`config.mk`:
```
export PLATFORM = sky130hd
export DESIGN_NAME = hcl_index
export DESIGN_NICKNAME = d
export VERILOG_FILES = /design/src/design/hcl_pkg.sv /design/src/design/hcl_index.sv
export SDC_FILE = /design/constraint.sdc
export NUM_CORES = 2
export LEC_CHECK = 0
export ABC_AREA = 1
export BUFFER_PORTS_ARGS = -buffer_cell sky130_fd_sc_hd__buf_2
export CAP_MARGIN = 5
export CORE_MARGIN = 5
export CORE_UTILIZATION = 45
export DETAILED_ROUTE_END_ITERATION = 7
export SYNTH_ARGS = -nofsm -noshare
export SYNTH_HDL_FRONTEND = slang
export SYNTH_SLANG_ARGS = --single-unit
```
`constraint.sdc`:
```
create_clock -name clk -period 18.05 [get_ports clk]
set_input_delay 3.61 -clock clk [delete_from_list [all_inputs] [get_ports clk]]
set_output_delay 3.61 -clock clk [all_outputs]
set_load 0.01 [all_outputs]
```
`src/design/hcl_pkg.sv`:
```
// ----------------------------------------------------------------------------
// hcl_pkg
// Shared constants and types for the trilinear color lookup pipeline.
// ----------------------------------------------------------------------------
package hcl_pkg;

    // Default parameter values.
    localparam int MAX_LEVEL_DEF     = 8;
    localparam int FRACTION_BITS_DEF = 16;

    // Fixed field widths.
    localparam int ADDR_BITS      = 18;
    localparam int BYTE_BITS      = 8;
    localparam int ENTRY_BITS     = 3 * BYTE_BITS;
    localparam int LEVEL_BITS     = 4;
    localparam int LEVEL_EXT_BITS = 5;
    localparam int LEVEL_RESET    = 8;
    localparam int LEVEL_MIN      = 2;
    localparam int CORNERS        = 8;

    // Transaction kinds on the input channel.
    typedef enum logic {
        MODE_WRITE = 1'b0,
        MODE_PIXEL = 1'b1
    } mode_t;

    // Control that travels with each pipeline slot.
    typedef struct packed {
        logic pixel;   // slot carries a pixel that yields a result
        logic write;   // slot carries an in-range table write
    } hcl_ctl_t;

endpackage

```
`src/design/hcl_index.sv`:
```
// ----------------------------------------------------------------------------
// hcl_index
// Clamps and scales the pixel, splits it into cell and fraction and forms
// the eight corner addresses; table writes travel along the same stages.
// ----------------------------------------------------------------------------
module hcl_index
    import hcl_pkg::*;
#(
    parameter int MAX_LEVEL     = MAX_LEVEL_DEF,
    parameter int FRACTION_BITS = FRACTION_BITS_DEF,
    parameter int AW            = 18
) (
    input  logic                            clk,
    input  logic                            rst_n,
    input  logic                            en,
    input  logic                            in_valid,
    input  logic                            mode,
    input  logic [ADDR_BITS-1:0]            entry_address,
    input  logic [BYTE_BITS-1:0]            entry_red,
    input  logic [BYTE_BITS-1:0]            entry_green,
    input  logic [BYTE_BITS-1:0]            entry_blue,
    input  logic signed [FRACTION_BITS+1:0] pixel_red,
    input  logic signed [FRACTION_BITS+1:0] pixel_green,
    input  logic signed [FRACTION_BITS+1:0] pixel_blue,
    input  logic [LEVEL_BITS-1:0]           lut_level,
    output hcl_ctl_t                        ctl,
    output logic [AW-1:0]                   wr_addr,
    output logic [ENTRY_BITS-1:0]           wr_data,
    output logic [AW-1:0]                   rd_addr [CORNERS],
    output logic [FRACTION_BITS:0]          frac [3]
);
    localparam int FB    = FRACTION_BITS;
    localparam int PB    = FB + 2;
    localparam int XB    = FB + 1;
    localparam int DEPTH = MAX_LEVEL ** 6;
    localparam int NB    = $clog2(MAX_LEVEL * MAX_LEVEL + 1);
    localparam int NNB   = $clog2(MAX_LEVEL ** 4 + 1);
    localparam int IB    = $clog2(MAX_LEVEL * MAX_LEVEL);
    localparam int SB    = XB + NB;
    localparam logic [PB-1:0] ONE_P = PB'(1) << FB;

    logic signed [PB-1:0] pix [3];
    logic [LEVEL_EXT_BITS-1:0] lvl;
    logic [XB-1:0] x_next [3];

    // Stage 1 registers: clamped samples, cell count, write fields.
    hcl_ctl_t              c1_reg, c1_next;
    logic [XB-1:0]         x1_reg [3];
    logic [NB-1:0]         n1_reg;
    logic [AW-1:0]         wa1_reg;
    logic [ENTRY_BITS-1:0] wd1_reg;
    // Stage 2: scaled samples.
    hcl_ctl_t              c2_reg;
    logic [SB-1:0]         s2_reg [3];
    logic [NB-1:0]         n2_reg;
    logic [NNB-1:0]        nn2_reg;
    logic [AW-1:0]         wa2_reg;
    logic [ENTRY_BITS-1:0] wd2_reg;
    // Stage 3: cell index and fraction.
    hcl_ctl_t              c3_reg;
    logic [IB-1:0]         i3_reg [3];
    logic [XB-1:0]         f3_reg [3];
    logic [NB-1:0]         n3_reg;
    logic [NNB-1:0]        nn3_reg;
    logic [AW-1:0]         wa3_reg;
    logic [ENTRY_BITS-1:0] wd3_reg;
    logic [IB-1:0]         i3_next [3];
    logic [XB-1:0]         f3_next [3];
    // Stage 4: row and plane offsets.
    hcl_ctl_t              c4_reg;
    logic [AW-1:0]         t0_4_reg, t1_4_reg, t2_4_reg;
    logic [XB-1:0]         f4_reg [3];
    logic [NB-1:0]         n4_reg;
    logic [NNB-1:0]        nn4_reg;
    logic [AW-1:0]         wa4_reg;
    logic [ENTRY_BITS-1:0] wd4_reg;
    // Stage 5: corner addresses.
    hcl_ctl_t              c5_reg;
    logic [AW-1:0]         ra5_reg [CORNERS];
    logic [AW-1:0]         ra5_next [CORNERS];
    logic [XB-1:0]         f5_reg [3];
    logic [AW-1:0]         wa5_reg;
    logic [ENTRY_BITS-1:0] wd5_reg;
    logic [AW-1:0]         base;

    assign pix[0] = pixel_red;
    assign pix[1] = pixel_green;
    assign pix[2] = pixel_blue;

    // Effective level and clamped samples ahead of stage 1.
    always_comb
    begin
        if (lut_level < LEVEL_BITS'(LEVEL_MIN))
            lvl = LEVEL_EXT_BITS'(LEVEL_MIN);
        else if (LEVEL_EXT_BITS'(lut_level) > LEVEL_EXT_BITS'(MAX_LEVEL))
            lvl = LEVEL_EXT_BITS'(MAX_LEVEL);
        else
            lvl = LEVEL_EXT_BITS'(lut_level);
        for (int c = 0; c < 3; c++)
        begin
            if (pix[c][PB-1])
                x_next[c] = '0;
            else if ($unsigned(pix[c]) > ONE_P)
                x_next[c] = XB'(ONE_P);
            else
                x_next[c] = pix[c][XB-1:0];
        end
        c1_next.pixel = in_valid && (mode == MODE_PIXEL);
        c1_next.write = in_valid && (mode == MODE_WRITE) && (int'(entry_address) < DEPTH);
    end

    // Stage 3 split: integer part clamped to N-2, the rest is the fraction.
    always_comb
    begin
        for (int c = 0; c < 3; c++)
        begin
            if ((s2_reg[c] >> FB) > SB'(n2_reg - NB'(2)))
                i3_next[c] = IB'(n2_reg - NB'(2));
            else
                i3_next[c] = IB'(s2_reg[c] >> FB);
            f3_next[c] = XB'(s2_reg[c] - (SB'(i3_next[c]) << FB));
        end
    end

    // Stage 5 corner addresses: bit 0 steps red, bit 1 green, bit 2 blue.
    always_comb
    begin
        base = t0_4_reg + t1_4_reg + t2_4_reg;
        for (int k = 0; k < CORNERS; k++)
        begin
            ra5_next[k] = base + AW'(k & 1)
                        + (((k & 2) != 0) ? AW'(n4_reg) : AW'(0))
                        + (((k & 4) != 0) ? AW'(nn4_reg) : AW'(0));
        end
    end

    // Control state of every stage.
    always_ff @(posedge clk or negedge rst_n)
    begin
        if (!rst_n)
        begin
            c1_reg <= '0;
            c2_reg <= '0;
            c3_reg <= '0;
            c4_reg <= '0;
            c5_reg <= '0;
        end
        else if (en)
        begin
            c1_reg <= c1_next;
            c2_reg <= c1_reg;
            c3_reg <= c2_reg;
            c4_reg <= c3_reg;
            c5_reg <= c4_reg;
        end
    end

    // Payload of every stage.
    always_ff @(posedge clk)
    begin
        if (en)
        begin
            x1_reg  <= x_next;
            n1_reg  <= NB'(lvl * lvl);
            wa1_reg <= AW'(entry_address);
            wd1_reg <= {entry_blue, entry_green, entry_red};

            for (int c = 0; c < 3; c++)
                s2_reg[c] <= SB'(x1_reg[c] * (n1_reg - NB'(1)));
            n2_reg  <= n1_reg;
            nn2_reg <= NNB'(n1_reg * n1_reg);
            wa2_reg <= wa1_reg;
            wd2_reg <= wd1_reg;

            i3_reg  <= i3_next;
            f3_reg  <= f3_next;
            n3_reg  <= n2_reg;
            nn3_reg <= nn2_reg;
            wa3_reg <= wa2_reg;
            wd3_reg <= wd2_reg;

            t0_4_reg <= AW'(i3_reg[0]);
            t1_4_reg <= AW'(i3_reg[1] * n3_reg);
            t2_4_reg <= AW'(i3_reg[2] * nn3_reg);
            f4_reg   <= f3_reg;
            n4_reg   <= n3_reg;
            nn4_reg  <= nn3_reg;
            wa4_reg  <= wa3_reg;
            wd4_reg  <= wd3_reg;

            ra5_reg <= ra5_next;
            f5_reg  <= f4_reg;
            wa5_reg <= wa4_reg;
            wd5_reg <= wd4_reg;
        end
    end

    assign ctl     = c5_reg;
    assign rd_addr = ra5_reg;
    assign frac    = f5_reg;
    assign wr_addr = wa5_reg;
    assign wr_data = wd5_reg;

endmodule

```
Word level (Yosys, flattened, before mapping)
Memories as Yosys holds them, arrays and structs flattened.
Cells that the tools add are included.
{ "op_classes": {"n_mul": 7, "reduce_logical": 5, "bitwise": 1, "n_addsub": 15, "mux": 10, "order_cmp": 8} }
{ "ops": {"columns": ["operator", "count"], "rows": [
  ["$add 18x13->18", 4],
  ["$gt 8x24->1", 3],
  ["$gt 18x17->1 const B", 3],
  ["$mux 17", 3],
  ["$sub 17x17->17", 3],
  ["$mul 17x24->24", 2],
  ["$add 18x7->18", 2],
  ["$mul 18x8->24", 1],
  ["$add 14x18->18", 1],
  ["$add 18x1->18 const B", 1],
  ["$mul 6x13->18", 1],
  ["$mux 6", 3],
  ["$add 6x13->14", 1],
  ["$mul 6x7->13", 1],
  ["$mul 7x7->13", 1],
  ["$sub 7x1->8 const B", 1],
  ["$sub 7x2->8 const B", 1],
  ["$mul 5x5->7", 1],
  ["$reduce_or 2->1", 3],
  ["$sub 6x2->6 const B", 1],
  ["$mux 5", 1],
  ["$gt 4x4->1 const B", 1],
  ["$lt 4x2->1 const B", 1],
  ["$mux 4", 1],
  ["other kinds (3)", 5]
]} }
{ "totals": {"inputBits": 105, "word_cells": 103, "n_memories": 1, "register_bits": 690, "output_inout_bits": 239, "ramBits": 72} }
{ "mem_list": {"columns": ["name", "depth", "width", "rd", "rd_clocked_by_memory_dff", "wr", "line", "rtl"], "rows": [
  ["s2_reg", 3, 24, 3, 0, 3, "hcl_index.sv:54", "logic [SB-1:0] s2_reg [3];"]
]} }

Longest topological paths before layout
{ "depth": {"word_depth": 5, "ltp_mapped": 37, "ltp_nobuf": 37} }

Worst setup path before layout
Ideal clock, no wire load.
{ "synth_timing": {"path_type": "register to register", "from": "reg n1_reg[0]", "to": "mem s2_reg[0][47] in the netlist's numbering (data pin)", "setup_ps": 261, "required_time_ps": 17789, "arrival_ps": 6885, "path_buffers": 2, "synth_period_minus_slack_ps": 7146, "path_slack_ps": 10904, "stages_incl_launch_ff": 28, "cell_sequence": "edfxtp_1 clkbuf_1 clkinv_1 ha_1 nand3_1 clkbuf_1 nor2_1 fa_1 inv_1 fa_1 inv_1 fa_1 inv_1 fa_1 inv_1 fa_1 inv_1 fa_1 inv_1 ha_1 nand2_1 o31ai_1 a21oi_1 o21ai_0 a21oi_1 nor2_1 nor2_1 xor2_1"} }
{ "synth_rtl": {"columns": ["element", "line", "rtl"], "rows": [
  ["from (decl)", "hcl_index.sv:49", "logic [NB-1:0] n1_reg;"],
  ["from (signal assigned)", "hcl_index.sv:164", "n1_reg <= NB'(lvl * lvl);"],
  ["to (decl)", "hcl_index.sv:54", null]
]} }

==> flow_summary.json <==
{
  "status": "finished clean",
  "synth_top_flop_cell": "edfxtp_1",
  "rsz0062_at_grt": "false",
  "routedWlPerCell_um": 16.6,
  "hold_viol_final": 0,
  "whs_path_depth": 0,
  "slew_viol_final": 0,
  "synth_top_family_by_area": "adder cells",
  "gp_congestion": 0.849,
  "clock_sinks": 748,
  "synth_fa_ha_area_frac": 0.284,
  "setup_viol": 0,
  "hold_path_class": "flop to flop",
  "grt_pass1_vias": 31062,
  "required_ps": 18460,
  "synth_area_leaders": "edfxtp_1 (45%), fa_1 (19%), ha_1 (9.4%), inv_1 (7.4%), nand2_1 (4.5%)",
  "cp.arrival_ps": 8110,
  "clock.fmax_ghz": 0.130,
  "port_buffers": 343,
  "grt_use_total": 0.182,
  "fin_setup_tns_ps": 0,
  "cts_buffers": 85,
  "ff_latch_area_um2": 22400,
  "synth_area_per_cell_um2": 11.3,
  "multi_input_area_um2": 22600,
  "num_io_pins": 344,
  "crit_path_end_kind": "flop",
  "synth_top_cell_area_share": 0.453,
  "synth_edf_count": 738,
  "dp.cells": 6057,
  "cts_tree": "built",
  "final_common_cell": "inv_1",
  "first_iter_violations": 1745,
  "holdCritStartpoint": "nn2_reg[2]$_DFFE_PP_",
  "finalCriticalPeriod_ps": 7700,
  "worst_hold_path.endpoint": "nn3_reg[2]$_DFFE_PP_",
  "synth_simple_gate_area_frac": 0.0988,
  "grt_pass1_wl_mm": 167,
  "cp_max_fo": 30,
  "layout.nets": 5665,
  "finalWorstSetupSlack_ps": 10350,
  "dieArea_um2": 115000,
  "fin_cells": 6213,
  "rr_startpoint": "n1_reg[0]$_DFFE_PP_",
  "viasPerCell": 4.82,
  "yosysUniqueCellTypes": 52,
  "relSlewSlack": 0.285,
  "cap_viol_max_count": 0,
  "cts_setup_buffers": 0,
  "core.rowCount": 121,
  "drtPass1Iterations": 5,
  "dr_total_vias": 29937,
  "place_hpwl_mm": 80.9,
  "finClkSkew_ps": 29.2,
  "ant_nets": 0,
  "synth_cells": 4330,
  "synthArstFlopShare": 0.0134,
  "antenna_found_initial": 1,
  "ys_ff_latch": 748,
  "fillers": 9605,
  "synthMuxAreaShare": 0.000461,
  "synth-xor-area-share": 0.0446,
  "fin_crit_sh": 0.427,
  "hold_buffers": 0,
  "ys_seq_area_frac": 0.458,
  "die_w_um": 340,
  "startpoint_type": "flop",
  "grt_overflow": 0,
  "wirelength_mm": 103,
  "mostFrequentLayoutCells": "inv_1 (960), edfxtp_1 (738), nand2_1 (587)",
  "cts_resized": 0,
  "cts.clk_slew.worst_paths_ps": 60,
  "clkLatencyLatePin_ps": 670,
  "ys_warn_count": 0,
  "drc": 0,
  "fp.coreArea_um2": 108000,
  "rrSetupSlack_ps": 10350,
  "cts_max_path_buffers": 3,
  "worst_slew_pin_slew_ps": 1060,
  "h-tree-depth": 3,
  "synth_compound_area_frac": 0.0343,
  "reg2reg_to": "s2_reg[0][47]$_DFFE_PP_",
  "layout-drive-gt1-share": 0.117,
  "rr_worst_depth": 26,
  "ctsRootBufferMaster": "clkbuf_16",
  "die_y_um": 340,
  "place_worst_setup_slack_ps": 10320,
  "synth_top_area_cell": "edfxtp_1",
  "start_util": 0.451,
  "crit_type": "flop to flop",
  "grt_max_degree": 157,
  "syn-cell-area_um2": 48900,
  "syn_to_final_growth_pct": 13.1,
  "largest_reg_flops": 140
}
synthesized netlist by cell type, drive strengths merged (2+ instances only):
cell type  number
inv           970
edfxtp        738
nand2         609
fa            464
nor2          403
ha            366
xor2          169
a21oi         167
nand3          86
o21ai          79
xnor2          79
clkbuf         53
nand4          35
o21bai         15
nor3           13
a21o           11
dfrtp          10
nor4            8
buf             7
a31oi           6
o211ai          6
o31ai           6
clkinv          3
or2             3
a211oi          2
and2            2
conb            2
mux2            2
nand3b          2
o2111ai         2
o221ai          2
o22ai           2
o311ai          2
critical path: stages (launching register included):
cell      delay [ps]
edfxtp_1         340
clkinv_1         350
ha_1             380
nand3_1          270
buf_4            430
nor2_1           180
fa_1             730
inv_1            180
fa_1             560
inv_1             50
fa_1             490
inv_1             50
fa_1             470
inv_1             50
fa_1             520
inv_1             50
fa_1             520
inv_1             40
ha_1             340
nand2_1           90
o31ai_1          440
a21oi_1          180
o21ai_0          300
a21oi_1          110
nor2_1           110
nor2_1            60
xor2_1           130
per-stage QoR:
| stage | hold slack [ps] | cell area [um^2] | util |
|---|---|---|---|
| 2_1_floorplan | 400 | 48900 | - |
| 3_3_place_gp | 400 | 52400 | 0.483 |
| 3_5_place_dp | 405 | 52400 | 0.483 |
| 4_1_cts | 400 | 55300 | 0.510 |
| 5_1_grt | 400 | 55300 | 0.510 |
| 6_report | 389 | 55300 | 0.510 |
logic make-up (layout without fill, tap and decap cells):
kind of cell | Yosys count | after routing
AND/OR/NAND/NOR | 1163 | 1163
buffers and inverters | 1033 | 1490
adder cells (fa/ha/maj) | 830 | 830
flip-flops | 748 | 748
AO/OA/AOI/OAI | 304 | 304
XOR/XNOR | 248 | 248
other | 2 | 14
multiplexers | 2 | 2
worst max-delay path by stage:
stage	start	end	slack, ps	depth (start not counted)
floorplan	n1_reg[0]$_DFFE_PP_	s2_reg[0][47]$_DFFE_PP_	10900	27
global placement	n1_reg[0]$_DFFE_PP_	s2_reg[0][47]$_DFFE_PP_	10440	26
detailed placement	n1_reg[0]$_DFFE_PP_	s2_reg[0][47]$_DFFE_PP_	10320	26
CTS	n1_reg[0]$_DFFE_PP_	s2_reg[0][47]$_DFFE_PP_	10310	26
global route	n1_reg[0]$_DFFE_PP_	s2_reg[0][47]$_DFFE_PP_	9710	28
finish	n1_reg[0]$_DFFE_PP_	s2_reg[0][47]$_DFFE_PP_	10350	26
metal layers:
| layer | vias up | track usage | share of wire |
|---|---|---|---|
| li1 | 14537 | - | - |
| met1 | 14605 | 0.249 | 0.45 |
| met2 | 656 | 0.306 | 0.47 |
| met3 | 139 | 0.0280 | 0.045 |
| met4 | 0 | 0.0515 | 0.029 |
| met5 | - | 0 | 0 |
final cells by class:
cell class              instances  share of cell area
well taps                    1414              0.0320
multi-input cells            2559               0.409
diodes                          2           0.0000905
inverters                     973              0.0661
clock inverters                52              0.0132
repair buffers                363              0.0342
clock buffers                 102              0.0404
flip-flops and latches        748               0.405
Power is left out: the tool's default activity adds up to more than one toggle a clock period on the data nets, which glitch-free logic cannot reach.
